==> src/hw/rtl/sirt_pkg.sv <==
// Package with the shared types, constants and alphabet functions of the radix text converter.
`timescale 1ns / 1ps

package sirt_pkg;

    // Configuration register file layout.
    localparam int CFG_IDX_W   = 2;
    localparam int CFG_DATA_W  = 64;
    localparam int BASE_W      = 5;
    localparam int CHAR_W      = 8;
    localparam int ALPHA_LEN   = 16;
    localparam int ALPHA_IDX_W = 4;

    // Bits of the quotient handled by the divider in one cycle.
    localparam int STEP_BITS = 8;

    // Characters that may never appear in the alphabet.
    localparam logic [CHAR_W-1:0] CHAR_PLUS  = 8'h2B;
    localparam logic [CHAR_W-1:0] CHAR_MINUS = 8'h2D;
    localparam logic [CHAR_W-1:0] CHAR_SPACE = 8'h20;
    localparam logic [CHAR_W-1:0] CHAR_NUL   = 8'h00;
    localparam logic [CHAR_W-1:0] CTRL_LO    = 8'd9;
    localparam logic [CHAR_W-1:0] CTRL_HI    = 8'd13;

    // Result status codes.
    localparam logic STATUS_OK  = 1'b0;
    localparam logic STATUS_BAD = 1'b1;

    typedef enum logic [CFG_IDX_W-1:0] {
        REG_DIGIT_LOW  = 2'd0,
        REG_DIGIT_HIGH = 2'd1,
        REG_BASE_SIZE  = 2'd2
    } t_cfg_reg;

    typedef enum logic [5:0] {
        ST_IDLE   = 6'b000001,
        ST_CHECK  = 6'b000010,
        ST_DIVIDE = 6'b000100,
        ST_SIGN   = 6'b001000,
        ST_READ   = 6'b010000,
        ST_SHOW   = 6'b100000
    } t_state;

    // Command from the sequencer to the divider.
    typedef struct packed {
        logic start;
        logic load;
    } t_div_cmd;

    // Status from the divider back to the sequencer.
    typedef struct packed {
        logic done;
        logic quo_zero;
    } t_div_stat;

    // Picks alphabet character k out of the two configuration words.
    function automatic logic [CHAR_W-1:0] alpha_char(
        input logic [CFG_DATA_W-1:0]  lo,
        input logic [CFG_DATA_W-1:0]  hi,
        input logic [ALPHA_IDX_W-1:0] k
    );
        logic [2*CFG_DATA_W-1:0] both;
        both = {hi, lo};
        return both[k*CHAR_W +: CHAR_W];
    endfunction

    // True when the first n characters form a usable alphabet.
    function automatic logic alphabet_ok(
        input logic [CFG_DATA_W-1:0] lo,
        input logic [CFG_DATA_W-1:0] hi,
        input logic [BASE_W-1:0]     n,
        input logic [BASE_W-1:0]     max_n
    );
        logic              ok;
        logic [CHAR_W-1:0] ca;
        ok = (n >= BASE_W'(2)) && (n <= max_n) && (n <= BASE_W'(ALPHA_LEN));
        for (int a = 0; a < ALPHA_LEN; a++) begin
            ca = alpha_char(lo, hi, ALPHA_IDX_W'(a));
            if (BASE_W'(a) < n) begin
                if (ca == CHAR_PLUS || ca == CHAR_MINUS || ca == CHAR_SPACE ||
                    ca == CHAR_NUL || (ca >= CTRL_LO && ca <= CTRL_HI)) begin
                    ok = 1'b0;
                end
                for (int b = a + 1; b < ALPHA_LEN; b++) begin
                    if (BASE_W'(b) < n && alpha_char(lo, hi, ALPHA_IDX_W'(b)) == ca) begin
                        ok = 1'b0;
                    end
                end
            end
        end
        return ok;
    endfunction

endpackage

==> src/hw/rtl/sirt_if.sv <==
// Handshake interfaces for the input, result and configuration channels.
`timescale 1ns / 1ps

interface sirt_in_if #(
    parameter int VALUE_BITS = 32
);
    logic                         valid;
    logic                         ready;
    logic signed [VALUE_BITS-1:0] value;

    modport source (output valid, output value, input ready);
    modport sink   (input valid, input value, output ready);
endinterface

interface sirt_out_if;
    logic                           valid;
    logic                           ready;
    logic [sirt_pkg::CHAR_W-1:0]    text_char;
    logic                           status;
    logic                           last;

    modport source (output valid, output text_char, output status, output last, input ready);
    modport sink   (input valid, input text_char, input status, input last, output ready);
endinterface

interface sirt_cfg_if;
    logic                             valid;
    logic                             ready;
    logic [sirt_pkg::CFG_IDX_W-1:0]   index;
    logic [sirt_pkg::CFG_DATA_W-1:0]  data;

    modport source (output valid, output index, output data, input ready);
    modport sink   (input valid, input index, input data, output ready);
endinterface

==> src/hw/rtl/sirt_divider.sv <==
// Iterative divider: divides the held quotient by the radix, eight bits per cycle.
`timescale 1ns / 1ps

module sirt_divider #(
    parameter int VALUE_BITS = 32,
    parameter int MAX_RADIX  = 16,
    localparam int RW        = $clog2(MAX_RADIX)
) (
    input  logic                 i_clk,
    input  logic                 i_rst_n,
    input  sirt_pkg::t_div_cmd   i_cmd,
    input  logic [VALUE_BITS-1:0] i_operand,
    input  logic [RW:0]          i_radix,
    output sirt_pkg::t_div_stat  o_stat,
    output logic [RW-1:0]        o_digit
);

    localparam int STEP   = sirt_pkg::STEP_BITS;
    localparam int CHUNKS = (VALUE_BITS + STEP - 1) / STEP;
    localparam int QW     = CHUNKS * STEP;
    localparam int CW     = (CHUNKS > 1) ? $clog2(CHUNKS) : 1;

    logic [QW-1:0]   r_quo;
    logic [QW-1:0]   n_quo;
    logic [RW-1:0]   r_rem;
    logic [RW-1:0]   n_rem;
    logic [CW-1:0]   r_chunk;
    logic            r_busy;
    logic            r_done;
    logic [RW:0]     partial;
    logic [RW-1:0]   rem;
    logic [STEP-1:0] qbits;

    // One chunk of restoring long division; the quotient bits shift in at the bottom.
    always_comb begin
        rem     = r_rem;
        qbits   = '0;
        partial = '0;
        for (int i = 0; i < STEP; i++) begin
            partial = {rem, r_quo[QW-1-i]};
            if (partial >= i_radix) begin
                qbits[STEP-1-i] = 1'b1;
                rem             = RW'(partial - i_radix);
            end else begin
                rem = partial[RW-1:0];
            end
        end
        n_rem = rem;
        n_quo = (r_quo << STEP) | QW'(qbits);
    end

    // Chunk counter and completion pulse.
    always_ff @(posedge i_clk) begin
        if (!i_rst_n) begin
            r_busy  <= 1'b0;
            r_done  <= 1'b0;
            r_chunk <= '0;
        end else begin
            r_done <= 1'b0;
            if (i_cmd.start) begin
                r_busy  <= 1'b1;
                r_chunk <= '0;
            end else if (r_busy) begin
                r_chunk <= r_chunk + 1'b1;
                if (r_chunk == CW'(CHUNKS - 1)) begin
                    r_busy <= 1'b0;
                    r_done <= 1'b1;
                end
            end
        end
    end

    // Quotient and remainder; a start without load divides the last quotient again.
    always_ff @(posedge i_clk) begin
        if (i_cmd.start) begin
            if (i_cmd.load) begin
                r_quo <= QW'(i_operand);
            end
            r_rem <= '0;
        end else if (r_busy) begin
            r_quo <= n_quo;
            r_rem <= n_rem;
        end
    end

    assign o_stat.done     = r_done;
    assign o_stat.quo_zero = (r_quo == '0);
    assign o_digit         = r_rem;

endmodule

==> src/hw/rtl/signed_int_to_radix_text.sv <==
// Top level: converts a signed value into radix text using a configured alphabet.
// Steps: accept the value, check the alphabet, then one pass of the shared divider per digit,
// then the sign and the digits as characters, each held until the receiver takes it.
// A bad alphabet gives its single result straight from the check, without a divide.
// One conversion at a time; the next transaction is taken after the last character leaves.
// Synchronous active-low reset returns the control state to idle and clears all configuration registers to zero.
`timescale 1ns / 1ps

module signed_int_to_radix_text #(
    parameter int VALUE_BITS = 32,
    parameter int MAX_RADIX  = 16
) (
    input  logic         i_clk,
    input  logic         i_rst_n,
    sirt_in_if.sink      i_in,
    sirt_out_if.source   o_out,
    sirt_cfg_if.sink     i_cfg
);

    localparam int RW   = $clog2(MAX_RADIX);
    localparam int AW   = $clog2(VALUE_BITS);
    localparam int CNTW = $clog2(VALUE_BITS + 1);

    sirt_pkg::t_state    r_state;
    sirt_pkg::t_state    n_state;
    sirt_pkg::t_div_cmd  div_cmd;
    sirt_pkg::t_div_stat div_stat;

    logic [sirt_pkg::CFG_DATA_W-1:0] r_digit_low;
    logic [sirt_pkg::CFG_DATA_W-1:0] r_digit_high;
    logic [sirt_pkg::BASE_W-1:0]     r_base_size;

    logic [VALUE_BITS-1:0]       in_value;
    logic [VALUE_BITS-1:0]       r_mag;
    logic [VALUE_BITS-1:0]       n_mag;
    logic                        r_neg;
    logic                        n_neg;
    logic [CNTW-1:0]             r_cnt;
    logic [CNTW-1:0]             n_cnt;
    logic [CNTW-1:0]             cnt_dec;
    logic [sirt_pkg::CHAR_W-1:0] r_out_char;
    logic [sirt_pkg::CHAR_W-1:0] n_out_char;
    logic                        r_out_status;
    logic                        n_out_status;
    logic                        r_out_last;
    logic                        n_out_last;
    logic                        r_out_digit;
    logic                        n_out_digit;
    logic                        alpha_ok;
    logic                        in_fire;
    logic                        out_fire;
    logic                        mem_we;
    logic                        rd_en;
    logic [RW-1:0]               digit;
    logic [RW-1:0]               r_rd_data;
    logic [RW-1:0]               r_digit_mem [VALUE_BITS];

    assign in_fire  = i_in.valid && i_in.ready;
    assign out_fire = o_out.valid && o_out.ready;
    assign in_value = i_in.value;
    assign cnt_dec  = r_cnt - 1'b1;
    assign alpha_ok = sirt_pkg::alphabet_ok(r_digit_low, r_digit_high, r_base_size,
                                            sirt_pkg::BASE_W'(MAX_RADIX));

    // Configuration registers; writes to unknown indexes are dropped.
    assign i_cfg.ready = 1'b1;

    always_ff @(posedge i_clk) begin
        if (!i_rst_n) begin
            r_digit_low  <= '0;
            r_digit_high <= '0;
            r_base_size  <= '0;
        end else if (i_cfg.valid && i_cfg.ready) begin
            unique case (i_cfg.index)
                sirt_pkg::REG_DIGIT_LOW:  r_digit_low  <= i_cfg.data;
                sirt_pkg::REG_DIGIT_HIGH: r_digit_high <= i_cfg.data;
                sirt_pkg::REG_BASE_SIZE:  r_base_size  <= i_cfg.data[sirt_pkg::BASE_W-1:0];
                default: ;
            endcase
        end
    end

    // Shared divider that produces one digit per pass.
    sirt_divider #(
        .VALUE_BITS (VALUE_BITS),
        .MAX_RADIX  (MAX_RADIX)
    ) u_divider (
        .i_clk     (i_clk),
        .i_rst_n   (i_rst_n),
        .i_cmd     (div_cmd),
        .i_operand (r_mag),
        .i_radix   ((RW + 1)'(r_base_size)),
        .o_stat    (div_stat),
        .o_digit   (digit)
    );

    // Sequencer: check, divide repeatedly, then emit any sign and the digits from the top, or one bad result.
    always_comb begin
        n_state      = r_state;
        n_cnt        = r_cnt;
        n_neg        = r_neg;
        n_mag        = r_mag;
        n_out_char   = r_out_char;
        n_out_status = r_out_status;
        n_out_last   = r_out_last;
        n_out_digit  = r_out_digit;
        div_cmd      = '0;
        mem_we       = 1'b0;
        rd_en        = 1'b0;
        unique case (r_state)
            sirt_pkg::ST_IDLE: begin
                if (in_fire) begin
                    n_neg   = in_value[VALUE_BITS-1];
                    n_mag   = in_value[VALUE_BITS-1] ? (~in_value + 1'b1) : in_value;
                    n_state = sirt_pkg::ST_CHECK;
                end
            end
            sirt_pkg::ST_CHECK: begin
                if (alpha_ok) begin
                    div_cmd.start = 1'b1;
                    div_cmd.load  = 1'b1;
                    n_cnt         = '0;
                    n_state       = sirt_pkg::ST_DIVIDE;
                end else begin
                    n_out_char   = sirt_pkg::CHAR_NUL;
                    n_out_status = sirt_pkg::STATUS_BAD;
                    n_out_last   = 1'b1;
                    n_out_digit  = 1'b0;
                    n_state      = sirt_pkg::ST_SHOW;
                end
            end
            sirt_pkg::ST_DIVIDE: begin
                if (div_stat.done) begin
                    mem_we = 1'b1;
                    n_cnt  = r_cnt + 1'b1;
                    if (div_stat.quo_zero || r_cnt == CNTW'(VALUE_BITS - 1)) begin
                        n_state = r_neg ? sirt_pkg::ST_SIGN : sirt_pkg::ST_READ;
                    end else begin
                        div_cmd.start = 1'b1;
                        div_cmd.load  = 1'b0;
                    end
                end
            end
            sirt_pkg::ST_SIGN: begin
                n_out_char   = sirt_pkg::CHAR_MINUS;
                n_out_status = sirt_pkg::STATUS_OK;
                n_out_last   = 1'b0;
                n_out_digit  = 1'b0;
                n_state      = sirt_pkg::ST_SHOW;
            end
            sirt_pkg::ST_READ: begin
                rd_en        = 1'b1;
                n_cnt        = cnt_dec;
                n_out_status = sirt_pkg::STATUS_OK;
                n_out_last   = (r_cnt == CNTW'(1));
                n_out_digit  = 1'b1;
                n_state      = sirt_pkg::ST_SHOW;
            end
            sirt_pkg::ST_SHOW: begin
                if (out_fire) begin
                    n_state = r_out_last ? sirt_pkg::ST_IDLE : sirt_pkg::ST_READ;
                end
            end
            default: n_state = sirt_pkg::ST_IDLE;
        endcase
    end

    // Control registers.
    always_ff @(posedge i_clk) begin
        if (!i_rst_n) begin
            r_state     <= sirt_pkg::ST_IDLE;
            r_cnt       <= '0;
            r_out_last  <= 1'b0;
            r_out_digit <= 1'b0;
        end else begin
            r_state     <= n_state;
            r_cnt       <= n_cnt;
            r_out_last  <= n_out_last;
            r_out_digit <= n_out_digit;
        end
    end

    // Payload registers.
    always_ff @(posedge i_clk) begin
        r_neg        <= n_neg;
        r_mag        <= n_mag;
        r_out_char   <= n_out_char;
        r_out_status <= n_out_status;
    end

    // Digit store, least significant digit at address zero.
    always_ff @(posedge i_clk) begin
        if (mem_we) begin
            r_digit_mem[r_cnt[AW-1:0]] <= digit;
        end
    end

    always_ff @(posedge i_clk) begin
        if (rd_en) begin
            r_rd_data <= r_digit_mem[cnt_dec[AW-1:0]];
        end
    end

    // Channel outputs.
    assign i_in.ready      = (r_state == sirt_pkg::ST_IDLE);
    assign o_out.valid     = (r_state == sirt_pkg::ST_SHOW);
    assign o_out.status    = r_out_status;
    assign o_out.last      = r_out_last;
    assign o_out.text_char = r_out_digit
        ? sirt_pkg::alpha_char(r_digit_low, r_digit_high, sirt_pkg::ALPHA_IDX_W'(r_rd_data))
        : r_out_char;

    // A digit is only stored while there is room for it.
    a_digit_room: assert property (@(posedge i_clk) disable iff (!i_rst_n)
        (r_state == sirt_pkg::ST_DIVIDE && div_stat.done) |-> (r_cnt < CNTW'(VALUE_BITS)))
        else $error("digit store overflow");

    // Reading always targets a digit that this conversion wrote.
    a_read_nonzero: assert property (@(posedge i_clk) disable iff (!i_rst_n)
        (r_state == sirt_pkg::ST_READ) |-> (r_cnt != '0))
        else $error("digit read with empty count");

    // A bad alphabet result is always the final result.
    a_bad_is_last: assert property (@(posedge i_clk) disable iff (!i_rst_n)
        (o_out.valid && o_out.status) |-> o_out.last)
        else $error("invalid result not marked last");

    // The final transaction returns the block to idle.
    a_last_to_idle: assert property (@(posedge i_clk) disable iff (!i_rst_n)
        (o_out.valid && o_out.ready && o_out.last) |=> (r_state == sirt_pkg::ST_IDLE))
        else $error("block not idle after last result");

    // The divider finishes only while the sequencer waits for it.
    a_done_in_divide: assert property (@(posedge i_clk) disable iff (!i_rst_n)
        div_stat.done |-> (r_state == sirt_pkg::ST_DIVIDE))
        else $error("divider done outside divide state");

endmodule

==> src/flat_wrapper.sv <==
// flat-port wrapper written by rule: the top's interface ports become plain ports
module signed_int_to_radix_text_flat 
#(
    parameter int VALUE_BITS = 32,
    parameter int MAX_RADIX  = 16
)
  (i_clk, i_rst_n, i_in_valid, i_in_value, i_in_ready, o_out_valid, o_out_text_char, o_out_status, o_out_last, o_out_ready, i_cfg_valid, i_cfg_index, i_cfg_data, i_cfg_ready);
  sirt_in_if #(.VALUE_BITS(VALUE_BITS)) i_in_i ();
  sirt_out_if o_out_i ();
  sirt_cfg_if i_cfg_i ();
  input  logic i_clk;
  input  logic i_rst_n;
  input wire logic [$bits(i_in_i.valid)-1:0] i_in_valid;
  input wire logic [$bits(i_in_i.value)-1:0] i_in_value;
  output wire logic [$bits(i_in_i.ready)-1:0] i_in_ready;
  output wire logic [$bits(o_out_i.valid)-1:0] o_out_valid;
  output wire logic [$bits(o_out_i.text_char)-1:0] o_out_text_char;
  output wire logic [$bits(o_out_i.status)-1:0] o_out_status;
  output wire logic [$bits(o_out_i.last)-1:0] o_out_last;
  input wire logic [$bits(o_out_i.ready)-1:0] o_out_ready;
  input wire logic [$bits(i_cfg_i.valid)-1:0] i_cfg_valid;
  input wire logic [$bits(i_cfg_i.index)-1:0] i_cfg_index;
  input wire logic [$bits(i_cfg_i.data)-1:0] i_cfg_data;
  output wire logic [$bits(i_cfg_i.ready)-1:0] i_cfg_ready;
  assign i_in_i.valid = i_in_valid;
  assign i_in_i.value = i_in_value;
  assign i_in_ready = i_in_i.ready;
  assign o_out_valid = o_out_i.valid;
  assign o_out_text_char = o_out_i.text_char;
  assign o_out_status = o_out_i.status;
  assign o_out_last = o_out_i.last;
  assign o_out_i.ready = o_out_ready;
  assign i_cfg_i.valid = i_cfg_valid;
  assign i_cfg_i.index = i_cfg_index;
  assign i_cfg_i.data = i_cfg_data;
  assign i_cfg_ready = i_cfg_i.ready;
  signed_int_to_radix_text #(.VALUE_BITS(VALUE_BITS), .MAX_RADIX(MAX_RADIX)) u_core (.i_clk(i_clk), .i_rst_n(i_rst_n), .i_in(i_in_i), .o_out(o_out_i), .i_cfg(i_cfg_i));
endmodule
==> config.mk <==
export PLATFORM = sky130hd
export DESIGN_NAME = signed_int_to_radix_text_flat
export DESIGN_NICKNAME = d
export VERILOG_FILES = /design/src/hw/rtl/sirt_pkg.sv /design/src/hw/rtl/sirt_if.sv /design/src/hw/rtl/sirt_divider.sv /design/src/hw/rtl/signed_int_to_radix_text.sv /design/src/flat_wrapper.sv
export SDC_FILE = /design/constraint.sdc
export NUM_CORES = 1
export LEC_CHECK = 0
export BUFFER_PORTS_ARGS = -buffer_cell sky130_fd_sc_hd__buf_4
export CORE_MARGIN = 8
export CORE_UTILIZATION = 60
export DETAILED_ROUTE_END_ITERATION = 7
export HOLD_SLACK_MARGIN = 0.03
export PLACE_DENSITY = 0.78
export RECOVER_POWER = 25
export REMOVE_ABC_BUFFERS = 1
export SYNTH_ARGS = -nofsm -noshare
export SYNTH_HDL_FRONTEND = slang
export SYNTH_HIERARCHICAL = 1
export SYNTH_SLANG_ARGS = --single-unit
==> constraint.sdc <==
create_clock -name i_clk -period 16.35 [get_ports i_clk]
set_input_delay 0 -clock i_clk [delete_from_list [all_inputs] [get_ports i_clk]]
set_output_delay 0 -clock i_clk [all_outputs]
set_load 0.01 [all_outputs]
# Yosys cells after proc, flatten, opt, wreduce, memory -nomap -nowiden
# Memory sizes are Yosys's and may differ from the RTL's. A register that Yosys moved wholly into a read port is not among the register bits.
# Cells that the tools add are included.
[word_totals]
reg_bits = 229
ramBits = 128
inputBits = 103
out_inout_bits = 13
n_memories = 1
[classes]
n_addsub = 12
n_lt_le_gt_ge = 58
eq_ne = 186
shifts = 1
n_mux = 204
n_bitwise = 4
reduce_logical = 241
[memory_table]
columns = ["name", "depth", "width", "read_ports", "rd_clocked_by_memory_dff", "wr", "line_no", "rtl"]
rows = [
  ["u_core.r_digit_mem", 32, 4, 1, 1, 1, "signed_int_to_radix_text.sv:56", "logic [RW-1:0] r_digit_mem [VALUE_BITS];"],
]
[op_table]
columns = ["cell", "count"]
rows = [
  ["8-bit == test", 120],
  ["8-bit by 6-bit == test with 1-bit output (second input constant)", 48],
  ["1-bit two-way mux", 171],
  ["1-bit logical AND", 140],
  ["8-bit by 4-bit >= comparator with 1-bit output (second input constant)", 16],
  ["8-bit by 4-bit less-or-equal comparator with 1-bit output (second input constant)", 16],
  ["8-bit logical NOT", 16],
  ["128-bit by 8-bit variable part select with 8-bit output", 1],
  ["32-bit two-way mux", 3],
  ["1-bit logical OR", 65],
  ["6-bit two-way mux", 7],
  ["5-bit >= comparator", 8],
  ["4-bit by 5-bit less-than comparator with 1-bit output (first input constant)", 8],
  ["32-bit by 1-bit adder with 32-bit output (second input constant)", 1],
  ["32-bit logical NOT", 1],
  ["4-bit two-way mux", 8],
  ["32-bit inverter", 1],
  ["32-bit by 8-bit OR with 32-bit output", 1],
  ["4-bit subtractor", 8],
  ["31-bit two-way mux", 1],
  ["6-bit one-hot mux with 5 select lines", 1],
  ["3-bit by 5-bit less-than comparator with 1-bit output (first input constant)", 4],
  ["6-bit one-hot mux with 3 select lines", 1],
  ["8-bit two-way mux", 2],
  ["32 further kinds", 58],
]

# Longest topological paths before layout
[logic_depth]
word_depth = 161
ltp_mapped = 52
ltp_nobuf = 50

# Modules after synthesis
# The synthesis kept the hierarchy.
[modules_own_cells]
columns = ["module", "instances", "cells_per_inst", "area_each_um2"]
rows = [
  ["signed_int_to_radix_text", 1, 2909, 26600.5],
  ["sirt_divider", 1, 344, 3533.4],
]

# Worst setup path after synthesis
# No wires, ideal clock.
[synth_timing]
path_type = "reg2reg"
startpoint = "register u_core.u_divider.r_rem[0] (netlist: u_core/u_divider/o_digit[0])"
endpoint = "register u_core.u_divider.r_rem[1] (netlist: u_core/u_divider/o_digit[1])"
setup_ps = 91
arrival_time_ps = 10661
required_ps = 16259
path_slack_ps = 5598
path_stages_with_launch = 46
n_path_buf = 2
synth_period_minus_slack_ps = 10752
path_cell_list = "dfxtp_1 > ha_1 > nor2b_1 > o31a_1 > o21ai_1 > and2_2 > mux2_2 > ha_1 > and4_1 > or3_4 > a21oi_4 > mux2i_1 > ha_1 > o21ai_0 > a21o_1 > a31o_2 > clkbuf_1 > mux2_2 > [... 10 more ...] > ha_1 > o21a_1 > o31ai_1 > a31oi_1 > mux2i_1 > ha_1 > nor2b_1 > o31ai_1 > a31oi_1 > clkbuf_1 > nand2b_1 > nand2_1 > ha_1 > a21o_1 > a31oi_1 > o21ai_1 > a211o_1 > a311oi_1"
[synth_via]
elab_chain_len = 16
elab_cells_between_ends = 24
cone_classes = "8 x add/sub; 8 x order compare; 8 x mux"
[synth_rtl]
columns = ["element", "line_no", "rtl"]
rows = [
  ["from (decl)", "sirt_divider.sv:25", "logic [RW-1:0] r_rem;"],
  ["from (signal assigned)", "sirt_divider.sv:82", "r_rem <= n_rem;"],
  ["4-bit subtractor / 5-bit >= comparator (equally long branches)", "sirt_divider.sv:43, sirt_divider.sv:41", ""],
  ["4-bit two-way mux (*)", "sirt_divider.sv:41", "if (partial >= i_radix) begin"],
  ["4-bit subtractor / 5-bit >= comparator (equally long branches)", "sirt_divider.sv:43, sirt_divider.sv:41", ""],
  ["4-bit two-way mux (*)", "sirt_divider.sv:41", ""],
  ["4-bit subtractor / 5-bit >= comparator (equally long branches)", "sirt_divider.sv:43, sirt_divider.sv:41", ""],
  ["4-bit two-way mux (*)", "sirt_divider.sv:41", ""],
  ["5-bit >= comparator / 4-bit subtractor (equally long branches)", "sirt_divider.sv:41, sirt_divider.sv:43", ""],
  ["4-bit two-way mux (*)", "sirt_divider.sv:41", ""],
  ["4-bit subtractor / 5-bit >= comparator (equally long branches)", "sirt_divider.sv:43, sirt_divider.sv:41", ""],
  ["4-bit two-way mux (*)", "sirt_divider.sv:41", ""],
  ["4-bit subtractor / 5-bit >= comparator (equally long branches)", "sirt_divider.sv:43, sirt_divider.sv:41", ""],
  ["4-bit two-way mux (*)", "sirt_divider.sv:41", ""],
  ["5-bit >= comparator / 4-bit subtractor (equally long branches)", "sirt_divider.sv:41, sirt_divider.sv:43", ""],
  ["4-bit two-way mux (*)", "sirt_divider.sv:41", ""],
  ["4-bit subtractor / 5-bit >= comparator (equally long branches)", "sirt_divider.sv:43, sirt_divider.sv:41", ""],
  ["4-bit two-way mux (*)", "sirt_divider.sv:41", ""],
]
# Mark *: on every way between the ends. The rest lies on a longest branch, timed or not.
# A chain may end at the register's enable or synchronous reset.

# Final worst setup path
[layout_timing]
startpoint = "register u_core.u_divider.r_rem[2] (netlist: u_core/u_divider/o_digit[2])"
endpoint = "register u_core.u_divider.r_rem[3] (netlist: u_core/u_divider/o_digit[3])"
[layout_via]
elab_chain_len = 16
elab_cells_between_ends = 24
cone_classes = "8 x add/sub; 8 x order compare; 8 x mux"
[layout_rtl]
columns = ["element", "line_no"]
rows = [
  ["4-bit subtractor / 5-bit >= comparator (equally long branches)", "sirt_divider.sv:43, sirt_divider.sv:41"],
  ["4-bit two-way mux (*)", "sirt_divider.sv:41"],
  ["5-bit >= comparator / 4-bit subtractor (equally long branches)", "sirt_divider.sv:41, sirt_divider.sv:43"],
  ["4-bit two-way mux (*)", "sirt_divider.sv:41"],
  ["4-bit subtractor / 5-bit >= comparator (equally long branches)", "sirt_divider.sv:43, sirt_divider.sv:41"],
  ["4-bit two-way mux (*)", "sirt_divider.sv:41"],
  ["4-bit subtractor / 5-bit >= comparator (equally long branches)", "sirt_divider.sv:43, sirt_divider.sv:41"],
  ["4-bit two-way mux (*)", "sirt_divider.sv:41"],
  ["4-bit subtractor / 5-bit >= comparator (equally long branches)", "sirt_divider.sv:43, sirt_divider.sv:41"],
  ["4-bit two-way mux (*)", "sirt_divider.sv:41"],
  ["5-bit >= comparator / 4-bit subtractor (equally long branches)", "sirt_divider.sv:41, sirt_divider.sv:43"],
  ["4-bit two-way mux (*)", "sirt_divider.sv:41"],
  ["4-bit subtractor / 5-bit >= comparator (equally long branches)", "sirt_divider.sv:43, sirt_divider.sv:41"],
  ["4-bit two-way mux (*)", "sirt_divider.sv:41"],
  ["4-bit subtractor / 5-bit >= comparator (equally long branches)", "sirt_divider.sv:43, sirt_divider.sv:41"],
  ["4-bit two-way mux (*)", "sirt_divider.sv:41"],
]
# Marked as above.

==> results.toml <==
[timing]
final_hold_viol_count = 0
rsz0062_at_grt = "false"
slew_headroom_pct = -64.0
fin_setup_tns_ns = 0
min_period_over_period_pct = 78.2
final_max_slew_viol_count = 105
setup_viol = 0
skew_ns = 0.0202
max_freq_ghz = 0.0782
period_minus_slack_ns = 12.79
tightest_slew_ns = 2.45

[logic_synthesis]
avgSynthCellArea_um2 = 9.26
synth-main-ff-cell = "edfxtp_1"
synth-simple-area-share_pct = 15.6
netlist_top_cells_area = "xnor2_1 (23%), edfxtp_1 (20%), dfxtp_1 (10%)"
async_flop_share_pct = 0
netlist_area_um2 = 30100
syn_inst = 3253
synth_xor_area_share_pct = 29.7
synth_top_family_by_area = "XOR/XNOR gates"
synth_cell_types = 89
synth_top_cell_by_area = "xnor2_1"
muxShareOfSynthArea_pct = 7.91
synth_compound_area_share_pct = 7.77
synth_edf_count = 199
yosys_register_bits = 354
synthAdderAreaFrac_pct = 2.48
synth_top_cell_area_share_pct = 22.8
synth_seq_area_share_pct = 30.1
yosys_warnings = 6

[setup_path]
crit_fanout = 35
critPathBufInv = 1
critPathTopFamily = "compound AO/OA/AOI/OAI gates"
cp_common_cell = "ha_1"
worstSetupPathType = "reg2reg"
worst_path_max_delay_cell = "clkbuf_1"
timing.rr.start = "u_core/u_divider/o_digit[2]"
critPathLaunch = "u_core/u_divider/o_digit[2]"
worst_setup_path_end_kind = "register"
cp.arrival_ns = 13.30
start_kind = "register"
cp_slowest_stage_delay_ns = 1.11
required_ns = 16.87

[global_route]
grt_max_degree = 71
grt_pass1_wl_um = 162000
first_global_vias = 27000
antenna_found_initial = 5
overflow = 0
grtUsageTotal_pct = 36.4

[clocking]
tritoncts.num_buffers = 39
cts_sinks = 354
cts_tree = "built"
cts_root_buf = "clkbuf_16"
clk_pin_slew_worst_paths_ns = 0.06
clock_latency_ns = 0.60
htreeDepth = 2
cts.hold.buffers_added = 128
postCtsSetupBuffers = 0
cts.path.max_buffers = 3
cts.repair.resized = 0

[cells_and_area]
layout.cells.non_filler = 4023
nets = 3476
mostFrequentLayoutCells = "xnor2_1 (784), nand2_1 (316), buf_4 (242), xor2_1 (237), edfxtp_1 (199)"
area_delta_synth_final_pct = 11.6
drive_above_1_share_pct = 13.7
n_fill_cell = 3744
layout.cells.most_common = "xnor2_1"
finish.utilization_pct = 67.4

[outcome]
status = "finished, violations left"
violations = "max-capacitance violations, max-slew violations"

[floorplan]
die_y_um = 240
rows = 82
floorplan.initialDensity_pct = 60.4
boundaryPins = 116
die-width_um = 240
dieArea_um2 = 57700
core_um2 = 49900

[power]
fin_total_pwr_mw = 6.08
p_leak_nw = 11.6
ir_drop_uv = 535
pwr_density_cell_nw_per_um2 = 181

[route]
drt-wirelength-per-cell_um = 26.9
drtPass1Iterations = 8
drt_iter0_markers = 4289
drcViolationCount = 0
num_vias = 27400
drt-vias-per-instance = 6.81
final_antenna_net_count = 0
wl_um = 108000

[hold_path]
hold_class = "in2reg"
hold_start = "i_cfg_index[1]"

[place]
dpl.cell_count = 3821
gp_congestion = 1.07
place.detailed.hpwl_um = 64900
io_buffer_count = 114

[run]
drv_cap = 2
==> state kept, by name, indices dropped and copies added (netlist names) <==
| name | cells |
|---|---|
| u_core/u_divider/r_busy | 1 |
| u_core/r_digit_high | 64 |
| u_core/r_out_digit | 1 |
| u_core/r_cnt | 6 |
| u_core/o_out.status | 1 |
| u_core/u_divider/r_done | 1 |
| u_core/r_mag | 32 |
| u_core/r_state | 6 |
| u_core/r_neg | 1 |
| u_core/r_digit_mem | 128 |
| u_core/u_divider/o_digit | 4 |
| u_core/r_out_char | 1 |
| u_core/r_base_size | 5 |
| u_core/o_out.last | 1 |
| u_core/u_divider/r_quo | 32 |
| u_core/r_rd_data | 4 |
| u_core/r_digit_low | 64 |
| u_core/u_divider/r_chunk | 2 |
==> worst paths after layout <==
path | endpoint | slack [ns] | cells past startpoint
worst min register to register | u_core/r_digit_high[60] | 0.46 | 2
worst min-delay path | u_core/r_base_size[3] | 0.09 | 4
worst max-delay path | u_core/u_divider/o_digit[3] | 3.56 | 45
worst max register to register | u_core/u_divider/o_digit[3] | 3.56 | 45
==> where the power goes <==
part	switching, mW	leakage [nW]	internal (mW)
clock	0.390	0.614	0.494
sequential	0.0462	2.98	1.05
combinational	2.25	8.00	1.84
==> per-layer routing <==
layer  vias up  track usage (%)  part of all wire [%]
met5         -                0                 0.075
met2      2227             54.3                    42
li1      11400                -                     -
met3       686             13.2                    14
met1     13000             44.9                    36
met4         8             21.8                   7.3
==> worst register-to-register path: cells and delay by family, from the launching register on <==
kind | cells | cell delay [ns]
buffers and inverters | 1 | 1.11
multiplexers | 6 | 2.34
AO/OA/AOI/OAI | 24 | 4.98
adder cells (fa/ha/maj) | 8 | 2.63
flip-flops | 1 | 0.30
AND/OR/NAND/NOR | 6 | 1.35
==> Yosys cell counts, types with 12 or more instances <==
library cell  instances
or3_1                17
mux2i_1              12
a31oi_1              32
buf_1                16
mux2_2               39
o31ai_1              13
buf_4                45
nor2_1              104
inv_1                40
a21oi_1             165
nor3_1               95
dfxtp_1             155
nand4_1             186
edfxtp_1            199
nor4_1               95
a211oi_1             13
clkbuf_1             72
xor2_1              237
buf_2               217
o21ai_0              35
nand2b_1             27
nand3_1              30
mux4_2               80
ha_1                 47
nand2_1             316
xnor2_1             784
==> final cells by class <==
type / count / area, um2 / share of cell area [%]
diodes: 2 / 5.00 / 0.0149
clock inverters: 15 / 170 / 0.506
multi-input cells: 2505 / 19100 / 56.9
flip-flops and latches: 354 / 9080 / 27.0
repair buffers: 376 / 3120 / 9.28
clock buffers: 57 / 1100 / 3.28
well taps: 672 / 841 / 2.50
inverters: 42 / 160 / 0.476
==> per-stage QoR <==
step | hold WS, ns | area (um2) | setup slack [ns]
global route | 0.130 | 33600 | 2.78
global placement | 0.211 | 31100 | 4.33
detailed placement | 0.213 | 31100 | 3.90
CTS | 0.0842 | 33600 | 3.87
finish | 0.0915 | 33600 | 3.56
floorplan | 0.0989 | 28400 | 5.43
==> logic make-up after synthesis <==
group | after synthesis
buf+inv | 394
flops | 354
compound gates | 366
mux | 132
xor+xnor | 1021
fa+ha+maj | 55
simple gates | 930
other cells | 1
Note: power is estimated with default switching activity, not from simulation.
